**config.mk**
```make
export PLATFORM = sky130hd
export DESIGN_NAME = request_dedup_client_table_unit
export DESIGN_NICKNAME = d
export VERILOG_FILES = /design/src/rtl/core/rdct_pkg.sv /design/src/rtl/core/rdct_ctrl.sv /design/src/rtl/core/rdct_datapath.sv /design/src/rtl/core/request_dedup_client_table_unit.sv
export SDC_FILE = /design/constraint.sdc
export NUM_CORES = 2
export LEC_CHECK = 0
export BUFFER_PORTS_ARGS = -buffer_cell sky130_fd_sc_hd__buf_2
export CORE_MARGIN = 3
export CORE_UTILIZATION = 25
export CTS_BUF_LIST = sky130_fd_sc_hd__clkbuf_8
export DETAILED_ROUTE_END_ITERATION = 6
export PLACE_DENSITY = 0.42
export SLEW_MARGIN = 20
export SYNTH_ARGS = -nofsm -noshare
export SYNTH_HDL_FRONTEND = slang
export SYNTH_SLANG_ARGS = --single-unit
```
**constraint.sdc**
```tcl
create_clock -name clock -period 32.9 [get_ports clock]
set_input_delay 3.29 -clock clock [delete_from_list [all_inputs] [get_ports clock]]
set_output_delay 3.29 -clock clock [all_outputs]
set_load 0.02 [all_outputs]
```
**src/rtl/core/rdct_pkg.sv**
```systemverilog
`default_nettype none
package rdct_pkg;

   // Table and message geometry
   localparam int TABLE_ENTRIES = 16;
   localparam int IDX_W         = $clog2(TABLE_ENTRIES);
   localparam int MESSAGE_CHARS = 5;
   localparam int MSG_BITS      = 8 * MESSAGE_CHARS;

   // Fixed field widths of the transfer
   localparam int WORD_W     = 32;
   localparam int CHAR_W     = 8;
   localparam int OUT_MSG_W  = 40;
   localparam int OUTCOME_W  = 3;
   localparam int ENTRY_W    = 4 * WORD_W;

   localparam logic [7:0] SPACE_CHAR = 8'h20;

   // Result classification
   typedef enum logic [OUTCOME_W-1:0] {
      OUT_NEW_CLIENT  = 3'd0,
      OUT_NEW_REQUEST = 3'd1,
      OUT_DUPLICATE   = 3'd2,
      OUT_STALE       = 3'd3,
      OUT_DROPPED     = 3'd4
   } outcome_type;

   // Controller to datapath
   typedef struct packed {
      logic capture;
      logic scan;
      logic commit;
   } cmd_type;

   // Datapath to controller
   typedef struct packed {
      logic drop;
      logic scan_done;
      logic out_free;
   } sts_type;

endpackage
`default_nettype wire

```
**src/rtl/core/rdct_ctrl.sv**
```systemverilog
`default_nettype none
module rdct_ctrl (
   input  wire logic            clock,
   input  wire logic            reset,
   input  wire logic            req_valid,
   output logic                 req_ready,
   input  wire rdct_pkg::sts_type sts,
   output rdct_pkg::cmd_type    cmd
);

   typedef enum logic [2:0] {
      S_IDLE   = 3'b001,
      S_SCAN   = 3'b010,
      S_COMMIT = 3'b100
   } state_type;

   state_type state_ff;
   state_type state_in;

   // Next state and commands
   always_comb begin
      state_in    = state_ff;
      cmd.capture = 1'b0;
      cmd.scan    = 1'b0;
      cmd.commit  = 1'b0;
      req_ready   = 1'b0;
      case (state_ff)
         S_IDLE: begin
            req_ready = 1'b1;
            if (req_valid) begin
               cmd.capture = 1'b1;
               state_in    = S_SCAN;
            end
         end
         S_SCAN: begin
            cmd.scan = 1'b1;
            if (sts.drop || sts.scan_done) begin
               state_in = S_COMMIT;
            end
         end
         S_COMMIT: begin
            if (sts.out_free) begin
               cmd.commit = 1'b1;
               state_in   = S_IDLE;
            end
         end
         default: begin
            state_in = S_IDLE;
         end
      endcase
   end

   always_ff @(posedge clock) begin
      if (reset) begin
         state_ff <= S_IDLE;
      end else begin
         state_ff <= state_in;
      end
   end

endmodule
`default_nettype wire

```
**src/rtl/core/rdct_datapath.sv**
```systemverilog
`default_nettype none
module rdct_datapath (
   input  wire logic                           clock,
   input  wire logic                           reset,
   input  wire rdct_pkg::cmd_type              cmd,
   output rdct_pkg::sts_type                   sts,
   input  wire logic [rdct_pkg::WORD_W-1:0]    in_client_addr,
   input  wire logic [rdct_pkg::WORD_W-1:0]    in_incarnation,
   input  wire logic [rdct_pkg::WORD_W-1:0]    in_client_number,
   input  wire logic [rdct_pkg::WORD_W-1:0]    in_request_number,
   input  wire logic [rdct_pkg::CHAR_W-1:0]    in_character,
   input  wire logic                           in_drop_request,
   input  wire logic                           in_suppress_reply,
   output logic                                out_valid,
   input  wire logic                           out_ready,
   output logic                                out_reply_valid,
   output logic [rdct_pkg::OUT_MSG_W-1:0]      out_message,
   output logic [rdct_pkg::OUTCOME_W-1:0]      out_outcome
);

   localparam logic [rdct_pkg::IDX_W:0] SCAN_END = (rdct_pkg::IDX_W+1)'(rdct_pkg::TABLE_ENTRIES);
   localparam logic [rdct_pkg::IDX_W-1:0] LAST_IDX =
      rdct_pkg::IDX_W'(rdct_pkg::TABLE_ENTRIES - 1);

   // Request held for the whole transaction
   logic [rdct_pkg::WORD_W-1:0] addr_ff, inc_ff, cli_ff, reqn_ff;
   logic [rdct_pkg::CHAR_W-1:0] ch_ff;
   logic                        drop_ff, quiet_ff;

   // Client table and its valid bits
   logic [rdct_pkg::ENTRY_W-1:0]     tbl_mem [rdct_pkg::TABLE_ENTRIES];
   logic [rdct_pkg::ENTRY_W-1:0]     rd_data_ff;
   logic [rdct_pkg::TABLE_ENTRIES-1:0] valid_ff;
   logic [rdct_pkg::IDX_W-1:0]       ptr_ff;
   logic [rdct_pkg::MSG_BITS-1:0]    msg_ff;

   // Scan state
   logic [rdct_pkg::IDX_W:0]    scan_idx_ff;
   logic [rdct_pkg::IDX_W-1:0]  cmp_idx_ff;
   logic                        cmp_vld_ff;
   logic                        hit_ff;
   logic [rdct_pkg::IDX_W-1:0]  hit_idx_ff;
   logic [rdct_pkg::WORD_W-1:0] hit_last_ff;

   // Output register
   logic                           out_valid_ff;
   logic                           out_reply_ff;
   logic [rdct_pkg::OUT_MSG_W-1:0] out_msg_ff;
   logic [rdct_pkg::OUTCOME_W-1:0] out_outcome_ff;

   logic                          scan_rd;
   logic                          key_match;
   logic [rdct_pkg::IDX_W-1:0]    rd_addr;
   logic                          stale, dup;
   rdct_pkg::outcome_type         outcome;
   logic                          reply, shift, wr_en, ins;
   logic [rdct_pkg::IDX_W-1:0]    wr_addr;
   logic [rdct_pkg::MSG_BITS-1:0] msg_in;
   logic [rdct_pkg::IDX_W-1:0]    ptr_in;

   assign scan_rd   = cmd.scan && (scan_idx_ff != SCAN_END);
   assign rd_addr   = scan_idx_ff[rdct_pkg::IDX_W-1:0];
   assign key_match = cmp_vld_ff && valid_ff[cmp_idx_ff] &&
                      (rd_data_ff[rdct_pkg::ENTRY_W-1:rdct_pkg::WORD_W] ==
                       {addr_ff, inc_ff, cli_ff});

   assign sts.drop      = drop_ff;
   assign sts.scan_done = (scan_idx_ff == SCAN_END) && !cmp_vld_ff;
   assign sts.out_free  = !out_valid_ff || out_ready;

   // Classify the request and decide the updates
   always_comb begin
      stale   = $signed(reqn_ff) < $signed(hit_last_ff);
      dup     = reqn_ff == hit_last_ff;
      outcome = rdct_pkg::OUT_DROPPED;
      reply   = 1'b0;
      shift   = 1'b0;
      wr_en   = 1'b0;
      ins     = 1'b0;
      if (!drop_ff) begin
         if (hit_ff) begin
            if (stale) begin
               outcome = rdct_pkg::OUT_STALE;
            end else if (dup) begin
               outcome = rdct_pkg::OUT_DUPLICATE;
               reply   = !quiet_ff;
            end else begin
               outcome = rdct_pkg::OUT_NEW_REQUEST;
               reply   = !quiet_ff;
               shift   = 1'b1;
               wr_en   = 1'b1;
            end
         end else begin
            outcome = rdct_pkg::OUT_NEW_CLIENT;
            reply   = 1'b1;
            shift   = 1'b1;
            wr_en   = 1'b1;
            ins     = 1'b1;
         end
      end
      wr_addr = hit_ff ? hit_idx_ff : ptr_ff;
      msg_in  = shift ? rdct_pkg::MSG_BITS'({msg_ff, ch_ff}) : msg_ff;
      ptr_in  = (ptr_ff == LAST_IDX) ? '0 : ptr_ff + 1'b1;
   end

   // Capture the request
   always_ff @(posedge clock) begin
      if (cmd.capture) begin
         addr_ff  <= in_client_addr;
         inc_ff   <= in_incarnation;
         cli_ff   <= in_client_number;
         reqn_ff  <= in_request_number;
         ch_ff    <= in_character;
         drop_ff  <= in_drop_request;
         quiet_ff <= in_suppress_reply;
      end
   end

   // Table memory: one registered read, one write
   always_ff @(posedge clock) begin
      if (scan_rd) begin
         rd_data_ff <= tbl_mem[rd_addr];
      end
      if (cmd.commit && wr_en) begin
         tbl_mem[wr_addr] <= {addr_ff, inc_ff, cli_ff, reqn_ff};
      end
   end

   // Scan the table one entry a cycle, first match wins
   always_ff @(posedge clock) begin
      if (reset) begin
         scan_idx_ff <= '0;
         cmp_vld_ff  <= 1'b0;
         hit_ff      <= 1'b0;
      end else if (cmd.capture) begin
         scan_idx_ff <= '0;
         cmp_vld_ff  <= 1'b0;
         hit_ff      <= 1'b0;
      end else if (cmd.scan) begin
         cmp_vld_ff <= scan_rd;
         if (scan_rd) begin
            scan_idx_ff <= scan_idx_ff + 1'b1;
         end
         if (key_match && !hit_ff) begin
            hit_ff <= 1'b1;
         end
      end
   end

   always_ff @(posedge clock) begin
      if (scan_rd) begin
         cmp_idx_ff <= rd_addr;
      end
      if (cmd.scan && key_match && !hit_ff) begin
         hit_idx_ff  <= cmp_idx_ff;
         hit_last_ff <= rd_data_ff[rdct_pkg::WORD_W-1:0];
      end
   end

   // Commit state updates
   always_ff @(posedge clock) begin
      if (reset) begin
         valid_ff <= '0;
         ptr_ff   <= '0;
         msg_ff   <= {rdct_pkg::MESSAGE_CHARS{rdct_pkg::SPACE_CHAR}};
      end else if (cmd.commit) begin
         msg_ff <= msg_in;
         if (ins) begin
            valid_ff[ptr_ff] <= 1'b1;
            ptr_ff           <= ptr_in;
         end
      end
   end

   // Output register, holds until the transfer completes
   always_ff @(posedge clock) begin
      if (reset) begin
         out_valid_ff <= 1'b0;
      end else if (cmd.commit) begin
         out_valid_ff <= 1'b1;
      end else if (out_ready) begin
         out_valid_ff <= 1'b0;
      end
   end

   always_ff @(posedge clock) begin
      if (cmd.commit) begin
         out_reply_ff   <= reply;
         out_msg_ff     <= reply ? rdct_pkg::OUT_MSG_W'(msg_in) : '0;
         out_outcome_ff <= outcome;
      end
   end

   assign out_valid       = out_valid_ff;
   assign out_reply_valid = out_reply_ff;
   assign out_message     = out_msg_ff;
   assign out_outcome     = out_outcome_ff;

   a_commit_loads_output: assert property (@(posedge clock) disable iff (reset)
      cmd.commit |=> out_valid_ff)
      else $error("commit did not present a result");

   a_no_overwrite: assert property (@(posedge clock) disable iff (reset)
      cmd.commit |-> (!out_valid_ff || out_ready))
      else $error("result overwritten before its transfer");

   a_silent_zero_msg: assert property (@(posedge clock) disable iff (reset)
      (out_valid_ff && !out_reply_ff) |-> (out_msg_ff == '0))
      else $error("message nonzero without reply");

   a_ptr_range: assert property (@(posedge clock) disable iff (reset)
      ptr_ff <= LAST_IDX)
      else $error("insert pointer out of range");

endmodule
`default_nettype wire

```
**src/rtl/core/request_dedup_client_table_unit.sv**
```systemverilog
`default_nettype none
// Request de-duplicating client table. Each request transfer on req_ is looked
// up by its key (client address, incarnation, client number) in a table of
// rdct_pkg::TABLE_ENTRIES clients; exactly one result transfer on rsp_ follows.
// A lower request number is stale, an equal one a duplicate answered with the
// current message, a higher one or an unknown client shifts the character into
// the shared message and replies; known clients may suppress the reply, unknown
// ones are always answered and are inserted round robin. One request is
// processed at a time; the table scan reads one entry per cycle from a memory
// with one registered read port and one write port, and a dropped request does
// not wait for the scan. A finished result waits in an output register, and the
// next request is accepted while it waits.
module request_dedup_client_table_unit (
   input  wire logic         clock,
   input  wire logic         reset,
   input  wire logic         req_tvalid,
   output logic              req_tready,
   // client_addr[31:0], incarnation[63:32], client_number[95:64],
   // request_number[127:96], character[135:128], drop_request[136],
   // suppress_reply[137], zero fill
   input  wire logic [143:0] req_tdata,
   output logic              rsp_tvalid,
   input  wire logic         rsp_tready,
   // reply_valid[0], message[40:1], outcome[43:41], zero fill
   output logic [47:0]       rsp_tdata
);

   rdct_pkg::cmd_type cmd;
   rdct_pkg::sts_type sts;

   logic                           reply_valid;
   logic [rdct_pkg::OUT_MSG_W-1:0] message;
   logic [rdct_pkg::OUTCOME_W-1:0] outcome;

   rdct_ctrl u_ctrl (
      .clock     (clock),
      .reset     (reset),
      .req_valid (req_tvalid),
      .req_ready (req_tready),
      .sts       (sts),
      .cmd       (cmd)
   );

   rdct_datapath u_datapath (
      .clock             (clock),
      .reset             (reset),
      .cmd               (cmd),
      .sts               (sts),
      .in_client_addr    (req_tdata[31:0]),
      .in_incarnation    (req_tdata[63:32]),
      .in_client_number  (req_tdata[95:64]),
      .in_request_number (req_tdata[127:96]),
      .in_character      (req_tdata[135:128]),
      .in_drop_request   (req_tdata[136]),
      .in_suppress_reply (req_tdata[137]),
      .out_valid         (rsp_tvalid),
      .out_ready         (rsp_tready),
      .out_reply_valid   (reply_valid),
      .out_message       (message),
      .out_outcome       (outcome)
   );

   // Pack the result transfer
   assign rsp_tdata = {4'b0000, outcome, message, reply_valid};

endmodule
`default_nettype wire

```
After elaboration in Yosys (flattened, before gate mapping)
Memories as Yosys holds them, arrays and structs flattened. A register that Yosys moved wholly into a read port is not among the register bits.
Index checks and enable logic that the tools add are counted.

operators by class
  add/sub/neg operators = 2
  $lt $le $gt $ge = 4
  equality and inequality tests = 11
  muxes and demuxes = 33
  bitwise gates (word level) = 2
  reduce and logical (&&, ||, !) cells = 22

operators with widths
  operator               count
  $eq A96 B96 Y1         1
  $mux W40               1
  $eq A32 B32 Y1         1
  $lt A32 B32 Y1         1
  $mux W1                21
  $or A16 B16 Y16        1
  $mux W3                5
  $lt A4 B5 Y1 const B   2
  $logic_and A1 B1 Y1    9
  $pmux W3 S3            1
  $mux W4                2
  $reduce_and A2 Y1      3
  $add A5 B1 Y5 const B  1
  $eq A5 B5 Y1 const B   1
  $ne A5 B5 Y1 const B   1
  $add A4 B1 Y4 const B  1
  $bmux W1 S4            1
  $demux W1 S4           1
  $eq A4 B4 Y1 const B   1
  $ge A4 B1 Y1 const B   1
  $logic_not A1 Y1       4
  $ne A2 B2 Y1 const B   2
  $reduce_or A2 Y1       2
  $eq A3 B1 Y1 const B   1
  8 further kinds        9

word-level totals
  register bits = 293
  bits in writable memories = 2048
  input bits = 148
  output and inout port bits = 50
  logic and storage cells = 97
  memories = 1

memories
  name                words  bits a word  rd ports  clocked after memory_dff  wr ports  line                 source
  u_datapath.tbl_mem  16     128          1         1                         1         rdct_datapath.sv:31  logic [rdct_pkg::ENTRY_W-1:0] tbl_mem [rdct_pkg::TABLE_ENTRIES];

Depth between registers and ports, before layout
  depth after elaboration = 8
  mapped depth = 11
  depth with buffers taken out = 9

Hierarchy
Synthesis repeated with hierarchy kept, for this count alone.

second synthesis, totals
  cells, all modules = 3941
  area, all modules = 93190.6 um2

modules (own cells, without submodules)
  module                           instances  cells each  area an instance (um2)
  rdct_datapath                    1          3914        92944.1
  rdct_ctrl                        1          21          205.2
  request_dedup_client_table_unit  1          6           41.3

Least setup slack after synthesis
No wires, ideal clock.

  kind = in2reg
  start = in rsp_tready
  end = mem u_datapath.tbl_mem[10][0] in the netlist's numbering, enable pin
  setup time = 0.805 ns
  arrival = 14.260 ns
  required time = 32.095 ns
  setup slack = 17.835 ns
  cell stages on the path = 6
  cells stage by stage = nand2b_1 > nand3_1 > inv_1 > o21ai_1 > buf_4 > a211oi_1

RTL lines
  element          line                                   source
  start, declared  request_dedup_client_table_unit.sv:23  input wire logic rsp_tready,
  end, declared    rdct_datapath.sv:31

==> metrics.md <==
| Metric | Value |
|---|---|
| RSZ-0062 raised after global routing | `no` |
| Drt pass-1 iters | `5` |
| Post-synth EDFFs | `2,398` |
| Min-Delay Path Class | `reg2reg` |
| Pwr Total | `6.10 mW` |
| Post-Route Utilization | `29.2%` |
| CTS Buf Count | `416` |
| Crit path max-delay cell type | `buf_4` |
| Yosys cell types | `58` |
| Antenna Nets Post-Route | `0` |
| DIE WIDTH | `616 µm` |
| Final Cycle Share | `21.2%` |
| Vias in the first global route | `46,500` |
| H-tree depth | `5` |
| Worst r2r dst | `u_datapath.tbl_mem[3][97]$_DFFE_PP_` |
| Async set-reset flop share out of synthesis | `0%` |
| Placement Rows | `223` |
| Critical Path End Type | `flip-flop` |
| Status | `complete, no violations` |
| CTS tree | `yes` |
| Slowest stage delay, CP | `850 ps` |
| Largest family of logic cells by synthesized area | `multiplexers` |
| Slew Viols, Final | `0` |
| Leak pwr | `32.6 nW` |
| Port Buffers | `187` |
| Area of the multi-input gates | `18,700 µm²` |
| Worst Path Required | `33,480 ps` |
| Ys flop type | `edfxtp_1` |
| Number of synthesized register bits | `2,469` |
| Critical path type | `in2reg` |
| Die Y | `616 µm` |
| CP Buf/Inv Count | `7` |
| Most common cell on crit path | `buf_4` |
| Nets | `4,664` |
| Peak supply drop | `0.0302 mV` |
| Mean Syn Cell Area | `23.5 µm²` |
| Startpoint types | `primary input` |
| GRT overflow | `0` |
| Clock slew at reported path FFs | `60 ps` |
| F_max | `0.143 GHz` |
| Ys Warns | `0` |
| Vias/cell | `4.42` |
| Hold-fix buffers at CTS | `0` |
| Area grow syn2layout | `15.9%` |
| I/O pin count | `198` |
| Die area | `379,000 µm²` |
| Largest net degree at the start of global routing | `100` |
| Relative slew slack | `29.0%` |
| Seq/Total Area, Yosys | `79.0%` |
| Drt drc | `0` |
| Clock buffer depth | `4` |
| Pwr Density | `56.6 nW/µm²` |
| Mux share of post-synthesis cell area | `16.1%` |
| CP cell instances | `buf_2 -> nand2b_1 -> nand3_1 -> clkinv_1 -> buf_4 -> o21ai_4 -> buf_16 -> a211oi_4 -> buf_4 -> buf_4 -> buf_4` |
| Starting Density | `25.2%` |
| Fin crit period | `6970 ps` |
| Final std cells w/o fill | `9,757` |
| Gate Count Post-Synth | `3,966` |
| Crit path DAT | `7550 ps` |
| Clock sinks | `2,469` |
| Critical path peak fanout | `45` |
| Layout Skew | `134 ps` |
| Worst reg-to-reg setup slack | `25,960 ps` |
| Mapped cell area | `93,000 µm²` |
| First-pass GRT wire length | `362,000 µm` |
| Wire per inst | `26.3 µm` |
| R2R cell count | `11` |
| Critical path startpoint | `rsp_tready` |
| Crit path to | `u_datapath.tbl_mem[3][97]$_DFFE_PP_` |
| CP delay by family, top | `buffers and inverters` |
| TNS Setup | `0 ps` |
| Post-DP HPWL | `129,000 µm` |
| Placeable core area | `370,000 µm²` |
| Compound-gate portion of the synthesized area | `1.51%` |
| Fin. Hold Viols | `0` |
| Fillcell total | `36,000` |
| Simple-Gate Fraction of Synth Area | `1.25%` |
| Cell count along the critical path | `11` |
| Register area | `73,400 µm²` |
| Final Setup Violations | `0` |
| Clk Latency, worst-skew pair | `1030 ps` |
| Share of layout cells above drive strength 1 | `30.1%` |
| Maxcap violations | `0` |
| Most frequent cells in the layout | `2,398 x edfxtp_1, 645 x mux4_2, 422 x clkbuf_8` |
| FF-to-FF Start | `u_datapath.reqn_ff[31]$_DFFE_PP_` |
| DR vias | `43,100` |
| GR Util All Layers | `13.3%` |
| CTS resizes | `0` |
| XOR/XNOR share of the synthesized area | `0.471%` |
| Adder-Cell Fraction of Synth Area | `0.511%` |
| Routability cong. | `0.705` |
| Routed WL | `256,000 µm` |
| Worst-Margin Slew | `1060 ps` |
| Commonest non-fill, non-tap cell in the layout | `edfxtp_1` |
| Post-CTS setup buffers | `0` |
| Cell count after placement | `9,009` |
| Clk Tree Root Cell | `clkbuf_8` |
| DR iter-0 viols | `3,691` |
| Antenna violations before repair | `34` |
## cell usage after synthesis (all sizes together), types with 2 or more instances
library cell / number / area share [%]
edfxtp: 2398 / 77
mux4: 645 / 16
clkbuf: 125 / 0.50
inv: 88 / 0.36
dfxtp: 71 / 1.5
buf: 66 / 0.35
nand2: 55 / 0.22
nand3: 50 / 0.27
nor2: 47 / 0.19
o21ai: 45 / 0.24
mux2i: 43 / 0.46
a22oi: 42 / 0.34
ha: 38 / 0.51
xor2: 28 / 0.26
a21oi: 27 / 0.15
xnor2: 22 / 0.21
nand4: 20 / 0.13
a31oi: 17 / 0.11
a211oi: 15 / 0.12
o22ai: 15 / 0.10
nor3: 13 / 0.070
nor2b: 11 / 0.074
nand2b: 10 / 0.067
nor4: 10 / 0.074
a221oi: 9 / 0.085
o2bb2ai: 8 / 0.075
a2111oi: 4 / 0.038
nor3b: 4 / 0.044
or2: 4 / 0.027
a21boi: 3 / 0.036
a21o: 3 / 0.024
o2111ai: 3 / 0.028
a22o: 2 / 0.019
and3: 2 / 0.013
and4: 2 / 0.019
clkinv: 2 / 0.0081
nand3b: 2 / 0.016
o211ai: 2 / 0.016
o21a: 2 / 0.016
or4: 2 / 0.016
## per-layer routing
metal	vias to the layer above	part of all wire, %	track usage (%)
li1	17900	-	-
met3	451	4.3	2.05
met1	23500	45	18.5
met4	8	2.5	3.75
met2	1188	48	21.5
met5	-	0.019	0
## how the worst min path moves through the flow
stage                                                   start                              endpoint  cells past startpoint
after global placement    u_datapath.rd_data_ff[28]$_DFFE_PP_  u_datapath.hit_last_ff[28]$_DFFE_PP_                      0
after floorplan            u_datapath.rd_data_ff[0]$_DFFE_PP_   u_datapath.hit_last_ff[0]$_DFFE_PP_                      0
final                     u_datapath.rd_data_ff[13]$_DFFE_PP_  u_datapath.hit_last_ff[13]$_DFFE_PP_                      0
after CTS                 u_datapath.rd_data_ff[13]$_DFFE_PP_  u_datapath.hit_last_ff[13]$_DFFE_PP_                      0
after global routing      u_datapath.rd_data_ff[13]$_DFFE_PP_  u_datapath.hit_last_ff[13]$_DFFE_PP_                      0
after detailed placement  u_datapath.rd_data_ff[13]$_DFFE_PP_  u_datapath.hit_last_ff[13]$_DFFE_PP_                      0
## where the power goes
group	leakage (nW)	internal, mW	switching [mW]
Combinational	6.17	0.0330	0.0646
Sequential	22.2	3.48	0.0536
Clock	4.25	1.24	1.24
Total	32.6	4.75	1.36
## logic make-up after synthesis
family,after synthesis
AO/OA/AOI/OAI,205
buffers and inverters,281
adder cells (fa/ha/maj),38
other,1
multiplexers,688
AND/OR/NAND/NOR,234
XOR/XNOR,50
flip-flops,2469
## state kept, by name, summed over array words and instances (netlist names), 3 cells and up
register and cells:
u_datapath.ch_ff 8, u_datapath.scan_idx_ff 5, u_datapath.tbl_mem 2048, u_ctrl.state_ff 3, u_datapath.rd_data_ff 128, u_datapath.addr_ff 32, u_datapath.hit_idx_ff 4, u_datapath.out_message 40
u_datapath.msg_ff 40, u_datapath.cmp_idx_ff 4, u_datapath.hit_last_ff 32, u_datapath.ptr_ff 4, u_datapath.valid_ff 16, u_datapath.out_outcome 3, u_datapath.reqn_ff 32, u_datapath.cli_ff 32
u_datapath.inc_ff 32
## per-stage QoR
stage	cell area (µm²)	hold slack, ps	setup slack, ps
after global placement	100000	402	24790
final	108000	408	25930
after detailed placement	100000	405	24750
after CTS	108000	412	25580
after floorplan	93000	400	17840
after global routing	108000	413	25570
## cell type report
class,count,area share (%)
Sequential cell,2469,68.1
Multi-Input combinational cell,1219,17.3
Tap cell,4950,5.74
Clock buffer,422,5.39
Timing Repair Buffer,282,1.70
Clock inverter,320,1.41
Inverter,90,0.320
Antenna cell,5,0.0116
Note: power is estimated with default switching activity, not from simulation.
